## config.mk

```make
export PLATFORM = sky130hd
export DESIGN_NAME = bsm_mul
export DESIGN_NICKNAME = d
export VERILOG_FILES = /design/src/design/bsm_pkg.sv /design/src/design/bsm_mul.sv
export SDC_FILE = /design/constraint.sdc
export NUM_CORES = 2
export LEC_CHECK = 0
export ABC_AREA = 1
export BUFFER_PORTS_ARGS = -buffer_cell sky130_fd_sc_hd__buf_2
export CAP_MARGIN = 20
export CORE_ASPECT_RATIO = 0.9
export CORE_MARGIN = 1
export CORE_UTILIZATION = 43
export CTS_CLUSTER_DIAMETER = 50
export DETAILED_ROUTE_END_ITERATION = 7
export GPL_TIMING_DRIVEN = 0
export HOLD_SLACK_MARGIN = 0.02
export SETUP_SLACK_MARGIN = 0.3
export SYNTH_ARGS = -nofsm -noshare
export SYNTH_HDL_FRONTEND = slang
export SYNTH_SLANG_ARGS = --single-unit
```

## constraint.sdc

```tcl
create_clock -name clk -period 10.95 [get_ports clk]
set_input_delay 1.095 -clock clk [delete_from_list [all_inputs] [get_ports clk]]
set_output_delay 1.095 -clock clk [all_outputs]
set_load 0.03 [all_outputs]
```

## src/design/bsm_pkg.sv

```systemverilog
// Shared constants and widths for the bounded simplex minimizer.
// Used by the multiplier, the divider and the top level; no dependencies.
`default_nettype none

package bsm_pkg;

  // largest number of variables held in the simplex
  localparam int MAX_VARS = 4;
  localparam int NVERT    = MAX_VARS + 1;
  // coordinate index width and row or rank width
  localparam int VW = (MAX_VARS > 1) ? $clog2(MAX_VARS) : 1;
  localparam int RW = $clog2(NVERT + 1);

  // shared multiplier: 34-bit magnitude times 31-bit coefficient
  localparam int MUL_AW = 34;
  localparam int MUL_BW = 31;
  localparam int MUL_HW = MUL_AW / 2;
  localparam int MUL_PW = MUL_AW + MUL_BW;

  // centroid divider: 37-bit dividend, divisor is the variable count
  localparam int DIV_NW = 37;

  // handshake between the sequencer and an arithmetic unit
  typedef struct packed {
    logic start;
  } unit_req_t;

  typedef struct packed {
    logic done;
  } unit_rsp_t;

endpackage

`default_nettype wire

```

## src/design/bsm_mul.sv

```systemverilog
// Shared multi-cycle multiplier for scaling and tolerance products.
// Two partial products of half the first operand each; depends on bsm_pkg.
`default_nettype none

module bsm_mul import bsm_pkg::*; (
  input  wire logic              clk,
  input  wire logic              rst,
  input  wire unit_req_t         req,
  input  wire logic [MUL_AW-1:0] a,
  input  wire logic [MUL_BW-1:0] b,
  output unit_rsp_t              rsp,
  output logic      [MUL_PW-1:0] p
);

  logic [1:0]        ph;
  logic [MUL_HW-1:0] lo;
  logic [MUL_HW-1:0] hi;
  logic [MUL_BW-1:0] bq;
  logic [MUL_PW-1:0] acc;
  logic              dn;

  // step control
  always_ff @(posedge clk) begin
    if (rst) begin
      ph <= 2'd0;
      dn <= 1'b0;
    end else begin
      dn <= 1'b0;
      case (ph)
        2'd0: if (req.start) ph <= 2'd1;
        2'd1: ph <= 2'd2;
        2'd2: begin
          ph <= 2'd0;
          dn <= 1'b1;
        end
        default: ph <= 2'd0;
      endcase
    end
  end

  // operand capture and accumulation
  always_ff @(posedge clk) begin
    if (ph == 2'd0 && req.start) begin
      lo <= a[MUL_HW-1:0];
      hi <= a[MUL_AW-1:MUL_HW];
      bq <= b;
    end
    if (ph == 2'd1) acc <= MUL_PW'(lo) * MUL_PW'(bq);
    if (ph == 2'd2) acc <= acc + ((MUL_PW'(hi) * MUL_PW'(bq)) << MUL_HW);
  end

  assign rsp.done = dn;
  assign p        = acc;

endmodule

`default_nettype wire

```

# After elaboration in Yosys (flattened, before gate mapping)

Index checks and enable logic that the tools add are counted.

Bits in registers: 133
Input port bits: 68
Output and inout bits: 66
Logic and storage cells: 20

Add/sub/neg operators: 1
Multipliers: 2
Equality and inequality tests: 3
Mux-type cells: 5
Reduce and logical (&&, ||, !) cells: 3

Operators with widths:

| operator                                                               | count |
|---|---|
| 65-bit two-way mux                                                     | 2 |
| 17-bit by 31-bit multiplier with 48-bit output                         | 2 |
| 65-bit adder                                                           | 1 |
| 2-bit one-hot mux with 2 select lines                                  | 1 |
| 2-bit by 1-bit equality test with 1-bit output (second input constant) | 1 |
| 2-bit equality test (second input constant)                            | 1 |
| 2-bit logical NOT                                                      | 1 |
| 2-bit two-way mux                                                      | 1 |
| 2-bit != test (second input constant)                                  | 1 |
| 2-bit nonzero test                                                     | 1 |
| 1-bit logical AND                                                      | 1 |
| 1-bit two-way mux                                                      | 1 |

# Logic depth before layout (Yosys ltp)

Depth after elaboration: 3
Mapped depth: 44
Mapped depth without buffers: 42

# Worst setup path before layout

No wires, ideal clock.

Path type: reg-to-reg
Start point: register bq[13]
End point: register acc[53] (netlist: p[53]), data pin
Setup time: 253 ps
Arrival time: 6516 ps
Required time: 10697 ps
Path slack: 4181 ps
Stages on the path, launching flop included: 36
Path buffers: 2
Clock period less this slack: 6769 ps
Cell sequence: edfxtp_1 clkbuf_1 clkbuf_1 nand2_1 fa_1 inv_1 fa_1 inv_1 fa_1 inv_1 fa_1 fa_1 inv_1 fa_1 inv_1 ha_1 a21oi_1 a21boi_0 o21bai_1 nand2_1 nand2_1 a21oi_1 xor2_1 inv_1 ha_1 nand2_1 nor2_1 inv_1 nor2_1 inv_1 nor2_1 nand3_1 nand3_1 nand2_1 nand2_1 nor2_1

Cells in the longest elaborated chain, start to end: 3

RTL lines:

| item                                           | line          | source |
|---|---|---|
| start: declaration                             | bsm_mul.sv:18 | `logic [MUL_BW-1:0] bq;` |
| start signal: assignment                       | bsm_mul.sv:46 | `bq <= b;` |
| 17-bit by 31-bit multiplier with 48-bit output | bsm_mul.sv:49 | `if (ph == 2'd2) acc <= acc + ((MUL_PW'(hi) * MUL_PW'(bq)) << MUL_HW);` |
| 65-bit adder                                   | bsm_mul.sv:49 |  |
| 65-bit two-way mux                             | bsm_mul.sv:49 |  |
| end signal: assignment                         | bsm_mul.sv:48 | `if (ph == 2'd1) acc <= MUL_PW'(lo) * MUL_PW'(bq);` |
| end signal: assignment                         | bsm_mul.sv:49 |  |
| end: declaration                               | bsm_mul.sv:19 | `logic [MUL_PW-1:0] acc;` |

Every way passes these cells.
A chain may end at the register's enable or synchronous reset.

# Final worst setup path

Start point: register bq[7]
End point: register acc[53] (netlist: p[53]), data pin

Same word-level chain as after synthesis.

==> impl_metrics.tcl <==
set metrics [dict create \
    cts.sinks 133 \
    syn_inst 5802 \
    skew_ns 0.01970 \
    root_buffer "clkbuf_16" \
    status "completed" \
    crit_top_cell "inv_1" \
    rr_worst_depth 34 \
    instances_no_fill 7320 \
    final_max_slew_viol_count 0 \
    syn_avg_cell_area_um2 7.474 \
    hold_slack_ns 0.5788 \
    dr.max_layer_used "met5" \
    clock_path_buffers 2 \
    crit_path_max_fanout 10 \
    report.final.setup_viol 0 \
    final_hold_viol_count 0 \
    synth_area_leaders "fa_1 (40%), nand2_1 (15%), inv_1 (14%)" \
    end_kind "register" \
    cts_tree "done" \
    timing.rr.end "p[53]" \
    track_usage 0.3400 \
    syn2layout_area_growth_pct 7.095 \
    drtIter0Drc 3485 \
    m1WireLength_um 71090 \
    hold_path_class "register to register" \
    wl_met2_um 71280 \
    ys_seq_elements 133 \
    drt_wl_total_um 166900 \
    drc_errors 0 \
    rsz0062_at_grt "no" \
    hold-path-endpoint "ph[1]" \
    synth_top_area_share 0.4012 \
    ff2ff_setup_slack_ns 1.56 \
    cpLargestDelayFamily "adder cells" \
    antenna_found_initial 2 \
    synthArstFlopShare 0 \
    maxSlewHeadroom 0.1978 \
    path_clk_slew_ns 0.07 \
    rows 110 \
    ios 134 \
    grt_max_degree 54 \
    start_util 0.4340 \
    num_vias 37900 \
    grt_pass1_vias 38420 \
    dieArea_um2 102100 \
    crit_buf_inv 9 \
    tightest_slew_ns 1.203 \
    num-fill-cells 10390 \
    grt_overflow_total 0 \
    final_cell_mix "nand2_1 (1715), inv_1 (1569), fa_1 (869)" \
    maxCapViolations 0 \
    crit_type "register to register" \
    synth_nets 7036 \
    wl_met3_um 18020 \
    place_congestion 1.000 \
    setup_tns_ns 0 \
    startpoint_type "register" \
    synth_flop_cell "edfxtp_1" \
    finalCritPeriodShare 0.8580 \
    min_path_cells 2 \
    r2r-start "bq[7]" \
    seq_area_frac_synth 0.09140 \
    syn_area_um2 43370 \
    cts-resized-gates 0 \
    dieHeight_um 303.3 \
    cp.arrival_ns 9.70 \
    synthDistinctLibCells 41 \
    die_width_um 336.7 \
    dp_hpwl_um 143600 \
    fmax_mhz 106.4 \
    layout_commonest_cell "nand2_1" \
    clk_latency_ns 0.56 \
    slowest_stage "clkbuf_1" \
    cts_made_buffers 17 \
    routedWlPerCell_um 22.80 \
    worstHoldStart "ph[1]" \
    worstPathRequired_ns 11.25 \
    htree_levels 4 \
    synth_area_leader_cell "fa_1" \
    firstDrtPassIters 6 \
    place_inst 7286 \
    holdBufCountCts 0 \
    postCtsSetupBuffers 0 \
    min_period_ns 9.395 \
    via_per_inst 5.177 \
    yosys_warnings 0 \
    ant_nets 0 \
    grt_pass1_wl_um 249300 \
    synth_edf_count 130 \
    layout-drive-gt1-share 0.04050 \
    final_nets 7196 \
    cp_slowest_stage_delay_ns 0.75 \
    coreArea_um2 99920 \
    port-buffer-count 133 \
]
==> Yosys cell counts (all sizes together), types with 5 or more instances <==
library cell  instances
a21o                  7
a21oi               201
and2                  5
buf                  42
clkbuf              194
edfxtp              130
fa                  869
ha                  297
inv                1574
nand2              1736
nand3               150
nand3b               11
nand4                29
nor2                308
nor3                 21
o21a                  7
o21ai               125
o21bai               23
or2                   6
xnor2                14
xor2                 37
==> layer usage <==
| layer | vias up | global-route usage |
|---|---|---|
| met2 | 1719 | 0.5097 |
| met4 | 4 | 0.1248 |
| met1 | 18870 | 0.4711 |
| met5 | - | 0 |
| li1 | 17040 | - |
| met3 | 259 | 0.09080 |
==> worst register-to-register path, delay by kind of cell (launching register included) <==
family,cells,cell delay (ns)
XOR/XNOR,1,0.32
buffers and inverters,9,1.79
flip-flops,1,0.32
adder cells (fa/ha/maj),8,3.79
AO/OA/AOI/OAI,3,1.00
AND/OR/NAND/NOR,13,1.93
==> flip-flops by register name, summed over array words and instances, names as in the netlist <==
| name | count |
|---|---|
| bq | 31 |
| hi | 17 |
| lo | 17 |
| p | 65 |
| ph | 2 |
| rsp | 1 |
==> cells by family (layout without fill, tap and decap cells) <==
kind of cell	after synthesis	after routing	synth area share
AOI/OAI and AO/OA	373	373	0.04642
xor gates and xnor gates	51	51	0.01030
adders and majority gates	1166	1166	0.4869
buffers and inverters	1810	1983	0.1568
DFF	133	133	0.09140
other	0	1	0
and+or+nand+nor	2269	2269	0.2082
==> how the worst max path moves through the flow <==
stage	slack (ns)	cells after the start	to	startpoint
floorplan	4.18	35	p[53]	bq[13]
global placement	1.30	31	p[57]	bq[0]
detailed placement	1.71	31	p[57]	bq[2]
CTS	1.68	31	p[57]	bq[2]
global route	1.10	30	p[53]	bq[2]
finish	1.56	34	p[53]	bq[7]
==> cell type report <==
class | count | area [um^2] | area share
Multi-Input combinational cell | 3859 | 32610 | 0.7021
Inverter | 1574 | 5911 | 0.1273
Sequential cell | 133 | 3964 | 0.08535
Tap cell | 1344 | 1682 | 0.03621
Buffer | 236 | 890.9 | 0.01918
Timing Repair Buffer | 141 | 799.5 | 0.01722
Clock buffer | 17 | 425.4 | 0.009160
Clock inverter | 15 | 160.2 | 0.003448
Antenna cell | 1 | 2.502 | 0.00005388
==> per-stage QoR <==
step	setup slack, ns	utilization	area, um^2
after global placement	1.304	0.4575	45710
after floorplan	4.181	-	43370
final	1.555	0.4648	46440
after CTS	1.685	0.4647	46430
after detailed placement	1.713	0.4588	45840
after global routing	1.104	0.4648	46440
Power is left out: the tool's default activity adds up to more than one toggle a clock period on the data nets, which glitch-free logic cannot reach.
