### config.mk
export PLATFORM = sky130hd
export DESIGN_NAME = bsm_div
export DESIGN_NICKNAME = d
export VERILOG_FILES = /design/src/design/bsm_pkg.sv /design/src/design/bsm_div.sv
export SDC_FILE = /design/constraint.sdc
export NUM_CORES = 1
export LEC_CHECK = 0
export BUFFER_PORTS_ARGS = -buffer_cell sky130_fd_sc_hd__buf_2
export CAP_MARGIN = 10
export CORE_ASPECT_RATIO = 1.1
export CORE_MARGIN = 3
export CORE_UTILIZATION = 45
export DETAILED_ROUTE_END_ITERATION = 8
export GPL_TIMING_DRIVEN = 0
export PLACE_DENSITY = 0.73
export RECOVER_POWER = 100
export SYNTH_ARGS = -nofsm -noshare
export SYNTH_HDL_FRONTEND = slang
export SYNTH_SLANG_ARGS = --single-unit
### constraint.sdc
create_clock -name clk -period 2.6 [get_ports clk]
set_input_delay 0 -clock clk [delete_from_list [all_inputs] [get_ports clk]]
set_output_delay 0 -clock clk [all_outputs]
set_load 0.005 [all_outputs]
### src/design/bsm_pkg.sv
// Shared constants and widths for the bounded simplex minimizer.
// Used by the multiplier, the divider and the top level; no dependencies.
`default_nettype none

package bsm_pkg;

  // largest number of variables held in the simplex
  localparam int MAX_VARS = 4;
  localparam int NVERT    = MAX_VARS + 1;
  // coordinate index width and row or rank width
  localparam int VW = (MAX_VARS > 1) ? $clog2(MAX_VARS) : 1;
  localparam int RW = $clog2(NVERT + 1);

  // shared multiplier: 34-bit magnitude times 31-bit coefficient
  localparam int MUL_AW = 34;
  localparam int MUL_BW = 31;
  localparam int MUL_HW = MUL_AW / 2;
  localparam int MUL_PW = MUL_AW + MUL_BW;

  // centroid divider: 37-bit dividend, divisor is the variable count
  localparam int DIV_NW = 37;

  // handshake between the sequencer and an arithmetic unit
  typedef struct packed {
    logic start;
  } unit_req_t;

  typedef struct packed {
    logic done;
  } unit_rsp_t;

endpackage

`default_nettype wire

### src/design/bsm_div.sv
// Bit-serial restoring divider for the centroid mean, one quotient bit a cycle.
// Divisor is the small variable count; depends on bsm_pkg.
`default_nettype none

module bsm_div import bsm_pkg::*; (
  input  wire logic              clk,
  input  wire logic              rst,
  input  wire unit_req_t         req,
  input  wire logic [DIV_NW-1:0] num,
  input  wire logic [RW-1:0]     den,
  output unit_rsp_t              rsp,
  output logic      [DIV_NW-1:0] q
);

  localparam int CW = $clog2(DIV_NW + 1);

  logic [DIV_NW-1:0] dvd;
  logic [RW-1:0]     rem;
  logic [RW-1:0]     dq;
  logic [CW-1:0]     cnt;
  logic              busy;
  logic              dn;
  logic [RW:0]       rem_s;
  logic              qbit;

  // one shift-subtract step
  always_comb begin
    rem_s = {rem, dvd[DIV_NW-1]};
    qbit  = (rem_s >= {1'b0, dq});
  end

  always_ff @(posedge clk) begin
    if (rst) begin
      busy <= 1'b0;
      dn   <= 1'b0;
      cnt  <= '0;
    end else begin
      dn <= 1'b0;
      if (!busy) begin
        if (req.start) begin
          busy <= 1'b1;
          cnt  <= CW'(DIV_NW);
        end
      end else begin
        cnt <= cnt - 1'b1;
        if (cnt == CW'(1)) begin
          busy <= 1'b0;
          dn   <= 1'b1;
        end
      end
    end
  end

  // datapath
  always_ff @(posedge clk) begin
    if (!busy && req.start) begin
      dvd <= num;
      dq  <= den;
      rem <= '0;
    end else if (busy) begin
      rem <= qbit ? RW'(rem_s - {1'b0, dq}) : rem_s[RW-1:0];
      dvd <= {dvd[DIV_NW-2:0], qbit};
    end
  end

  assign rsp.done = dn;
  assign q        = dvd;

endmodule

`default_nettype wire

### Yosys cells after proc, flatten, opt, wreduce, memory -nomap -nowiden

Index checks and enable logic that the tools add are counted.

* register bits: 51
* input port bits: 43
* output and inout port bits: 38
* word-level logic and storage cells: 25

* $add $sub $neg: 2
* order comparisons: 1
* eq/ne operators: 1
* mux-type cells: 9
* bitwise gates (word level): 1
* reductions and logical operators: 5

Operators with widths (count)
* 2-to-1 mux 37 bit: 2
* 2-to-1 mux 6 bit: 2
* equality test 6 x 1 -> 1 bit, second input constant: 1
* subtractor 6 x 1 -> 6 bit, second input constant: 1
* greater-or-equal comparator 4 x 3 -> 1 bit: 1
* 2-to-1 mux 1 bit: 4
* nonzero test 2 bit: 2
* 2-to-1 mux 3 bit: 1
* subtractor 3 bit: 1
* OR reduction 2 bit: 1
* logical AND 1 bit: 1
* logical NOT 1 bit: 1
* inverter 1 bit: 1

### Depth between registers and ports, before layout

Gate-level depths: netlist of run 1.

* depth in word-level cells: 3
* depth in mapped cells: 6
* depth with buffers taken out: 6

### Worst setup path after synthesis of run 1

No wires, ideal clock.

* kind: flip-flop to flip-flop
* from: register dvd[36] (netlist: q[36])
* to: register rem[1]
* setup time: 0.117 ns
* data arrival time: 1.589 ns
* required time: 2.483 ns
* slack: 0.894 ns
* stages on the path, launching flop included: 6
* buffers on the path: 0
* period minus slack after synthesis: 1.706 ns
* cell sequence: edfxtp_1 inv_1 ha_1 and3_1 or4_1 a32o_1

* cells in the longest elaborated chain, start to end: 2
* elaborated cells on any way between the ends: 3

Ends and longest elaborated chain
* start: declaration: RTL line bsm_div.sv:17 `logic [DIV_NW-1:0] dvd;`
* start signal: assignment: RTL line bsm_div.sv:57 `dvd <= num;`
* start signal: assignment: RTL line bsm_div.sv:62 `dvd <= {dvd[DIV_NW-2:0], qbit};`
* greater-or-equal comparator 4 x 3 -> 1 bit or subtractor 3 bit (tied branches): RTL line bsm_div.sv:29, bsm_div.sv:61
* 2-to-1 mux 3 bit (*): RTL line bsm_div.sv:61 `rem <= qbit ? RW'(rem_s - {1'b0, dq}) : rem_s[RW-1:0];`
* end signal: assignment: RTL line bsm_div.sv:61
* end: declaration: RTL line bsm_div.sv:18 `logic [RW-1:0] rem;`

Mark *: on every way between the ends. The rest lies on a longest branch, timed or not.
A chain may end at the register's enable or synchronous reset.

### Worst setup path after layout of run 1

* from: register busy
* to: register dvd[27] (netlist: q[27]), data pin

* cells in the longest elaborated chain, start to end: 3

Ends and longest elaborated chain
* start: declaration: RTL line bsm_div.sv:21 `logic busy;`
* start signal: assignment: RTL line bsm_div.sv:34 `busy <= 1'b0;`
* start signal: assignment: RTL line bsm_div.sv:41 `busy <= 1'b1;`
* start signal: assignment: RTL line bsm_div.sv:47 `busy <= 1'b0;`
* logical NOT 1 bit: RTL line bsm_div.sv:56 `if (!busy && req.start) begin`
* logical AND 1 bit: RTL line bsm_div.sv:56
* 2-to-1 mux 37 bit: RTL line bsm_div.sv:56

No other way between the ends.

==> results of run 1 <==
==> cell usage after synthesis (2+ instances only) <==
cell / instances / area, um^2
edfxtp_1: 40 / 1201
mux2_2: 36 / 405.4
dfxtp_1: 11 / 220.2
inv_1: 9 / 33.78
a211oi_1: 5 / 37.54
buf_2: 5 / 25.02
ha_1: 5 / 62.56
nor2_1: 4 / 15.01
nor2b_1: 4 / 25.02
clkbuf_1: 3 / 11.26
a21oi_1: 2 / 10.01
a31oi_1: 2 / 12.51
nand2_1: 2 / 7.510
nor3_1: 2 / 10.01
nor3b_1: 2 / 15.01
or4_1: 2 / 15.01
xnor2_1: 2 / 17.52
==> area by class of cell <==
cell class / instances / share of cell area, %
Inverter: 9 / 1.092
Timing Repair Buffer: 106 / 21.47
Multi-Input combinational cell: 83 / 24.87
Buffer: 8 / 1.011
Sequential cell: 51 / 45.94
Tap cell: 56 / 2.264
Clock buffer: 7 / 3.114
Clock inverter: 1 / 0.2426
==> how the worst max path moves through the flow <==
stage,end,slack [ps],cells after the start
4_1_cts,rem[1],760,6
2_1_floorplan,rem[1],890,5
3_3_place_gp,q[13],600,2
5_1_grt,q[27],550,4
3_5_place_dp,rem[1],770,6
6_report,q[27],700,4
==> cells by family (layout without fill, tap and decap cells) <==
family | Yosys count | after routing | synth area share, %
XOR/XNOR | 2 | 2 | 0.7749
buffers and inverters | 17 | 131 | 3.099
AO/OA/AOI/OAI | 16 | 16 | 5.479
multiplexers | 36 | 36 | 17.93
adder cells (fa/ha/maj) | 6 | 6 | 3.652
AND/OR/NAND/NOR | 23 | 23 | 6.198
flip-flops | 51 | 51 | 62.87
==> worst register-to-register path, stage by stage (launching register included) <==
cell and delay, ps:
dfxtp_1 360, nor2b_1 120, clkbuf_1 210, clkbuf_1 540, mux2_2 410
==> power breakdown <==
group          switching [mW]  internal, mW
clock                   0.256         0.242
sequential             0.0641          1.02
combinational           0.197         0.244
total                   0.517          1.51
==> layer usage <==
| layer | up-vias | GRT usage [%] |
|---|---|---|
| li1 | 797 | - |
| met1 | 760 | 19.85 |
| met2 | 51 | 29.61 |
| met3 | 9 | 4.506 |
| met4 | 0 | 6.341 |
| met5 | - | 0 |
==> flip-flops by register name (all words and copies together) (netlist names) <==
register,flops
cnt,6
rem,3
dq,3
rsp,1
q,37
busy,1
==> timing repair <==
item	CTS	global route
hold buffers	26	0
buffers inserted	0	0
endpoints found under the hold margin	26	0
setup endpoints to repair	0	0
==> flow_metrics.env, run 1 <==
export IMPL_postLayoutCoreUtil_pct=65.15
export IMPL_antenna_cells=0
export IMPL_violations="hold timing"
export IMPL_gr_total_overflow=0
export IMPL_grt_max_degree=20
export IMPL_cp_max_fo=12
export IMPL_status="finished with violations"
export IMPL_hpwl_um=3256
export IMPL_synth_cell_types=32
export IMPL_wl_met3_um=287
export IMPL_clkTransAtPathRegs_ps=100
export IMPL_yosys_warnings=0
export IMPL_clk_path_buf_depth=2
export IMPL_worstHoldPathType="input pin to register"
export IMPL_crit_buf_inv=2
export IMPL_startpoint_type="register"
export IMPL_tightest_slew_ps=818.0
export IMPL_fin_cells=321
export IMPL_synth_cells=151
export IMPL_top_level_ports=81
export IMPL_stdcell_area_um2=3094
export IMPL_fin_crit_ps=1897
export IMPL_ys_ff_latch=51
export IMPL_cp_arrival_ps=1950
export IMPL_die_y_um=80.34
export IMPL_multi_input_area_um2=769.5
export IMPL_power_density_nw_per_um2=654.1
export IMPL_final_cell_mix="buf_2 (65), edfxtp_1 (40), mux2_2 (33), dlygate4sd3_1 (26), clkbuf_1 (22)"
export IMPL_synth_area_um2=2261
export IMPL_met2_length_um=2488
export IMPL_fillCellCount=378
export IMPL_critPathTopFamily="buffers and inverters"
export IMPL_grt_use_total_pct=17.05
export IMPL_finClkSkew_ps=10.31
export IMPL_grt_pass1_wl_um=7707
export IMPL_clkLatencyLatePin_ps=300
export IMPL_dp_cells=287
export IMPL_numCtsBuffers=5
export IMPL_reg2reg_from="busy"
export IMPL_dieWidth_um=73.59
export IMPL_crit_top_cell="clkbuf_1"
export IMPL_grt_pass1_vias=1643
export IMPL_rsz0062_at_grt="false"
export IMPL_area_growth_pct=36.86
export IMPL_peakVddDrop_uv=353.3
export IMPL_drt_wl_total_um=4797
export IMPL_setup_viol=0
export IMPL_rows=26
export IMPL_relSlewSlack_pct=45.41
export IMPL_synth_nets=200
export IMPL_synth_seq_area_share_pct=62.87
export IMPL_drtIter0Drc=91
export IMPL_hold_violations=1
export IMPL_place_area_um2=2754
export IMPL_clock_fmax_mhz=527.3
export IMPL_worstHoldStart="num[1]"
export IMPL_r2r_cells=4
export IMPL_vias=1617
export IMPL_hold_end="q[1]"
export IMPL_drive_gt1_share_pct=40.75
export IMPL_core_area_um2=4750
export IMPL_critical_path_class="register to register"
export IMPL_r2r_end="q[27]"
export IMPL_root_buffer="clkbuf_8"
export IMPL_post_route_period_util_pct=72.94
export IMPL_hold_ws_ps=-1.496
export IMPL_post_drt_wl_per_cell_um=14.94
export IMPL_htreeDepth=2
export IMPL_timing_final_ws_setup_ps=703.5
export IMPL_ys_async_sr_fraction_pct=0
export IMPL_gp_congestion=0.7512
export IMPL_numClockSinks=51
export IMPL_avgSynthCellArea_um2=14.97
export IMPL_synth_edf_count=40
export IMPL_cts_tree="done"
export IMPL_ant_nets=0
export IMPL_ctsResizeCount=0
export IMPL_die_area_um2=5912
export IMPL_maxCapViolCount=0
export IMPL_final_common_cell="buf_2"
export IMPL_worstPathRequired_ps=2650
export IMPL_crit_chain="nor2b_1, clkbuf_1, clkbuf_1, mux2_2"
export IMPL_drt_drc_violations_left=0
export IMPL_wl_met1_um=1940
export IMPL_drt_pass1_iterations=4
export IMPL_end_kind="register"
export IMPL_crit_start="busy"
export IMPL_pre_cts_ws_ps=767.0
export IMPL_maxUsedRoutingLayer="met4"
export IMPL_slowest_delay_ps=540
export IMPL_final_nets=313
export IMPL_maxSlewViolCount=0
export IMPL_regArea_um2=1421
export IMPL_crit_slowest_cell="clkbuf_1"
export IMPL_start_util_pct=47.60
export IMPL_numPortBuffers=79
export IMPL_synthFlopType="edfxtp_1"
export IMPL_rrSetupSlack_ps=700
export IMPL_power_leakage_nw=1.250
export IMPL_antenna_found_initial=0
export IMPL_tns_ps=0
export IMPL_power_mw=2.024
export IMPL_hold_depth=2
export IMPL_viasPerCell=5.037
(Power assumes the default switching activity.)
==> run 2, diff against run 1 <==
--- a/config.mk
+++ b/config.mk
@@ -5,6 +5,7 @@
 export SDC_FILE = /design/constraint.sdc
 export NUM_CORES = 1
 export LEC_CHECK = 0
+export ABC_AREA = 1
 export BUFFER_PORTS_ARGS = -buffer_cell sky130_fd_sc_hd__buf_2
 export CAP_MARGIN = 10
 export CORE_ASPECT_RATIO = 1.1
==> constraint.sdc (replaced) <==
create_clock -name clk -period 1.8 [get_ports clk]
set_input_delay 0 -clock clk [delete_from_list [all_inputs] [get_ports clk]]
set_output_delay 0 -clock clk [all_outputs]
set_load 0.005 [all_outputs]
==> run 2 against run 1 <==
Compared with the run above:
- the flow now finishes without violations
- flip-flop and latch count unchanged
- first-iteration DRC count increased by 14%
- final area rose by 5.3%
- hold slack gained 32 ps
- critical path depth rose by 5
- combinational power up 65%
- non-clock buffer count increased by 15
- count of clock-buffer cells in the layout down 2
- sequential share of layout area down 2.3 points
- maximum frequency is 14% higher
- critical path type unchanged
==> flow_metrics.env, run 2 <==
export IMPL_status="complete, no violations"
export IMPL_synthFlopType="edfxtp_1"
export IMPL_finClkSkew_ps=6.753
export IMPL_ys_async_sr_fraction_pct=0
export IMPL_clkPwrFrac_pct=25.0
export IMPL_final_common_cell="nand2_1"
export IMPL_cp_max_fo=5
export IMPL_ys_ff_latch=51
export IMPL_gp_congestion=0.7766
export IMPL_startpoint_type="register"
export IMPL_rows=26
export IMPL_ant_nets=0
export IMPL_htreeDepth=2
export IMPL_worstPathRequired_ps=2000
export IMPL_maxCapViolCount=0
export IMPL_place_area_um2=2773
export IMPL_die_area_um2=6011
export IMPL_post_cts_buffers=0
export IMPL_timing_final_ws_setup_ps=131.8
export IMPL_crit_slowest_cell="fa_1"
export IMPL_grt_max_degree=39
export IMPL_grt_pass1_vias=1978
export IMPL_power_mw=3.093
export IMPL_drt_drc_violations_left=0
export IMPL_seqPwrFrac_pct=51.5
export IMPL_pre_cts_ws_ps=7.818
export IMPL_tightest_slew_ps=470.9
export IMPL_viasPerCell=4.764
export IMPL_crit_start="q[36]"
export IMPL_clk_path_buf_depth=2
export IMPL_die_y_um=81.02
export IMPL_cp_depth=9
export IMPL_synth_nets=301
export IMPL_clkLatencyLatePin_ps=300
export IMPL_rsz0062_at_grt="false"
export IMPL_yosys_top_cells_count="nand2_1 (130), edfxtp_1 (40), nor2_1 (17), inv_1 (16), dfxtp_1 (11)"
export IMPL_relSlewSlack_pct=68.61
export IMPL_yosys_warnings=0
export IMPL_crit_buf_inv=2
export IMPL_post_drt_wl_per_cell_um=12.82
export IMPL_internal_power_mw=2.216
export IMPL_dieWidth_um=74.20
export IMPL_final_cell_mix="nand2_1 (130), buf_2 (57), dlygate4sd3_1 (41), edfxtp_1 (40), clkbuf_1 (27)"
export IMPL_synth_top_area_cell="edfxtp_1"
export IMPL_drive_gt1_share_pct=18.90
export IMPL_drt_pass1_iterations=4
export IMPL_postLayoutCoreUtil_pct=68.11
export IMPL_cp_arrival_ps=1870
export IMPL_synth_edf_count=40
export IMPL_avgSynthCellArea_um2=9.136
export IMPL_post_route_period_util_pct=92.68
export IMPL_clock_fmax_mhz=599.5
export IMPL_area_growth_pct=41.47
export IMPL_hold_depth=4
export IMPL_critPathTopFamily="adder cells"
export IMPL_critical_path_class="register to register"
export IMPL_r2r_end="rem[1]"
export IMPL_gr_total_overflow=0
export IMPL_setup_viol=0
export IMPL_stdcell_area_um2=3257
export IMPL_hpwl_um=3475
export IMPL_swShare_pct=28.36
export IMPL_slowest_delay_ps=400
export IMPL_synthTopCellsByArea="edfxtp_1 (52%), nand2_1 (21%), dfxtp_1 (9.6%)"
export IMPL_power_leakage_nw=1.565
export IMPL_r2r_cells=9
export IMPL_cts_tree="done"
export IMPL_numCtsBuffers=5
export IMPL_synth_cells=252
export IMPL_synth_seq_area_share_pct=61.74
export IMPL_worstHoldPathType="input pin to register"
export IMPL_crit_top_cell="nand2_1"
export IMPL_root_buffer="clkbuf_8"
export IMPL_yosys_area_top_type_share_pct=52.17
export IMPL_drt_wl_total_um=5603
export IMPL_core_area_um2=4782
export IMPL_clkTransAtPathRegs_ps=90
export IMPL_final_nets=429
export IMPL_synth_area_um2=2302
export IMPL_top_level_ports=81
export IMPL_crit_chain="inv_1, ha_1, fa_1, inv_1, nand2_1, nand3_1, nand2_1, nand3_1, nand2_1"
export IMPL_drtIter0Drc=104
export IMPL_largest_reg_flops=37
export IMPL_numPortBuffers=80
export IMPL_yosysMostFrequentCell="nand2_1"
export IMPL_switchingPower_mw=0.8772
export IMPL_end_kind="register"
export IMPL_peakVddDrop_uv=515.9
export IMPL_numClockSinks=51
export IMPL_comb_power_share_pct=23.5
export IMPL_antenna_cells=0
export IMPL_vias=2082
export IMPL_maxSlewViolCount=0
export IMPL_rrSetupSlack_ps=130
export IMPL_hold_violations=0
export IMPL_grt_use_total_pct=19.53
export IMPL_synth_cell_types=18
export IMPL_fin_crit_ps=1668
export IMPL_fillCellCount=414
export IMPL_tns_ps=0
export IMPL_antenna_found_initial=0
export IMPL_start_util_pct=48.14
export IMPL_crit_path_end="rem[1]"
export IMPL_power_density_nw_per_um2=949.6
export IMPL_reg2reg_from="q[36]"
export IMPL_grt_pass1_wl_um=8914
## run 2: cell types whose count changed after synthesis, sizes merged, moves of 3 or more
cell and delta:
a211oi -5, buf +3, nand3 +7, o21ai +3, nor2b -4, nand2 +128
mux2 -36, inv +9, nand4 +4, clkbuf -3, nor2 +15
## run 2: worst min-delay path by stage
stage              to  startpoint  slack (ps)
3_3_place_gp    dq[0]      den[0]         180
6_report       rem[0]         req          30
2_1_floorplan  cnt[1]         rst          70
4_1_cts        rem[0]         req         100
3_5_place_dp    dq[0]      den[0]         180
5_1_grt        rem[0]         req          40
## run 2: timing repair
item | CTS | global route
endpoints found under the hold margin | 43 | 0
endpoints found under the setup margin | 1 | 1
gates resized for setup | 1 | 1
hold buffers | 41 | 0
## run 2: cells by family (layout without fill, tap and decap cells)
family,count (synthesis),count (layout),share of synthesized area (%)
flops,51,51,61.74
simple gates,162,162,27.55
compound gates,6,6,1.304
buf+inv,26,155,5.435
fa+ha+maj,6,6,3.587
xor+xnor,1,1,0.3805
## run 2: area by class of cell
| type | count | area, um^2 | area share (%) |
|---|---|---|---|
| multi-input combinational | 175 | 755.7 | 23.20 |
| clock inverter | 3 | 38.79 | 1.191 |
| inverter | 18 | 70.07 | 2.151 |
| timing repair buffer | 121 | 779.5 | 23.93 |
| clock buffer | 5 | 68.82 | 2.113 |
| buffer | 8 | 52.55 | 1.614 |
| tap | 56 | 70.07 | 2.151 |
| sequential | 51 | 1421 | 43.64 |
## run 2: layer usage
layer  wire length (um)  vias to the layer above  part of all wire (%)  global-route usage, %
met2               2927                       58                    52                  34.66
li1                   -                     1053                     -                      -
met5                  0                        -                     0                      0
met4                 42                        0                  0.75                  4.348
met3                282                        4                   5.0                  4.455
met1               2349                      967                    42                  24.02
## run 2: metrics by stage
step	cells	hold WS, ps
after floorplan	252	72.38
after global placement	388	177.6
after detailed placement	388	179.1
after CTS	437	96.56
after global routing	437	39.91
final	437	30.66
## run 2: power by group through the flow
stage               sequential, mW  clock [mW]  combinational [mW]
floorplan                     1.61           0               0.396
global placement              1.61           0               0.651
detailed placement            1.61           0               0.678
CTS                           1.58       0.797               0.749
global route                  1.61       0.841               0.826
finish                        1.59       0.775               0.726
## run 2: tightest hold or removal path: stages
cell and delay (ps):
buf_2 90, nor2_2 80, nand2_1 70, nand2_1 40
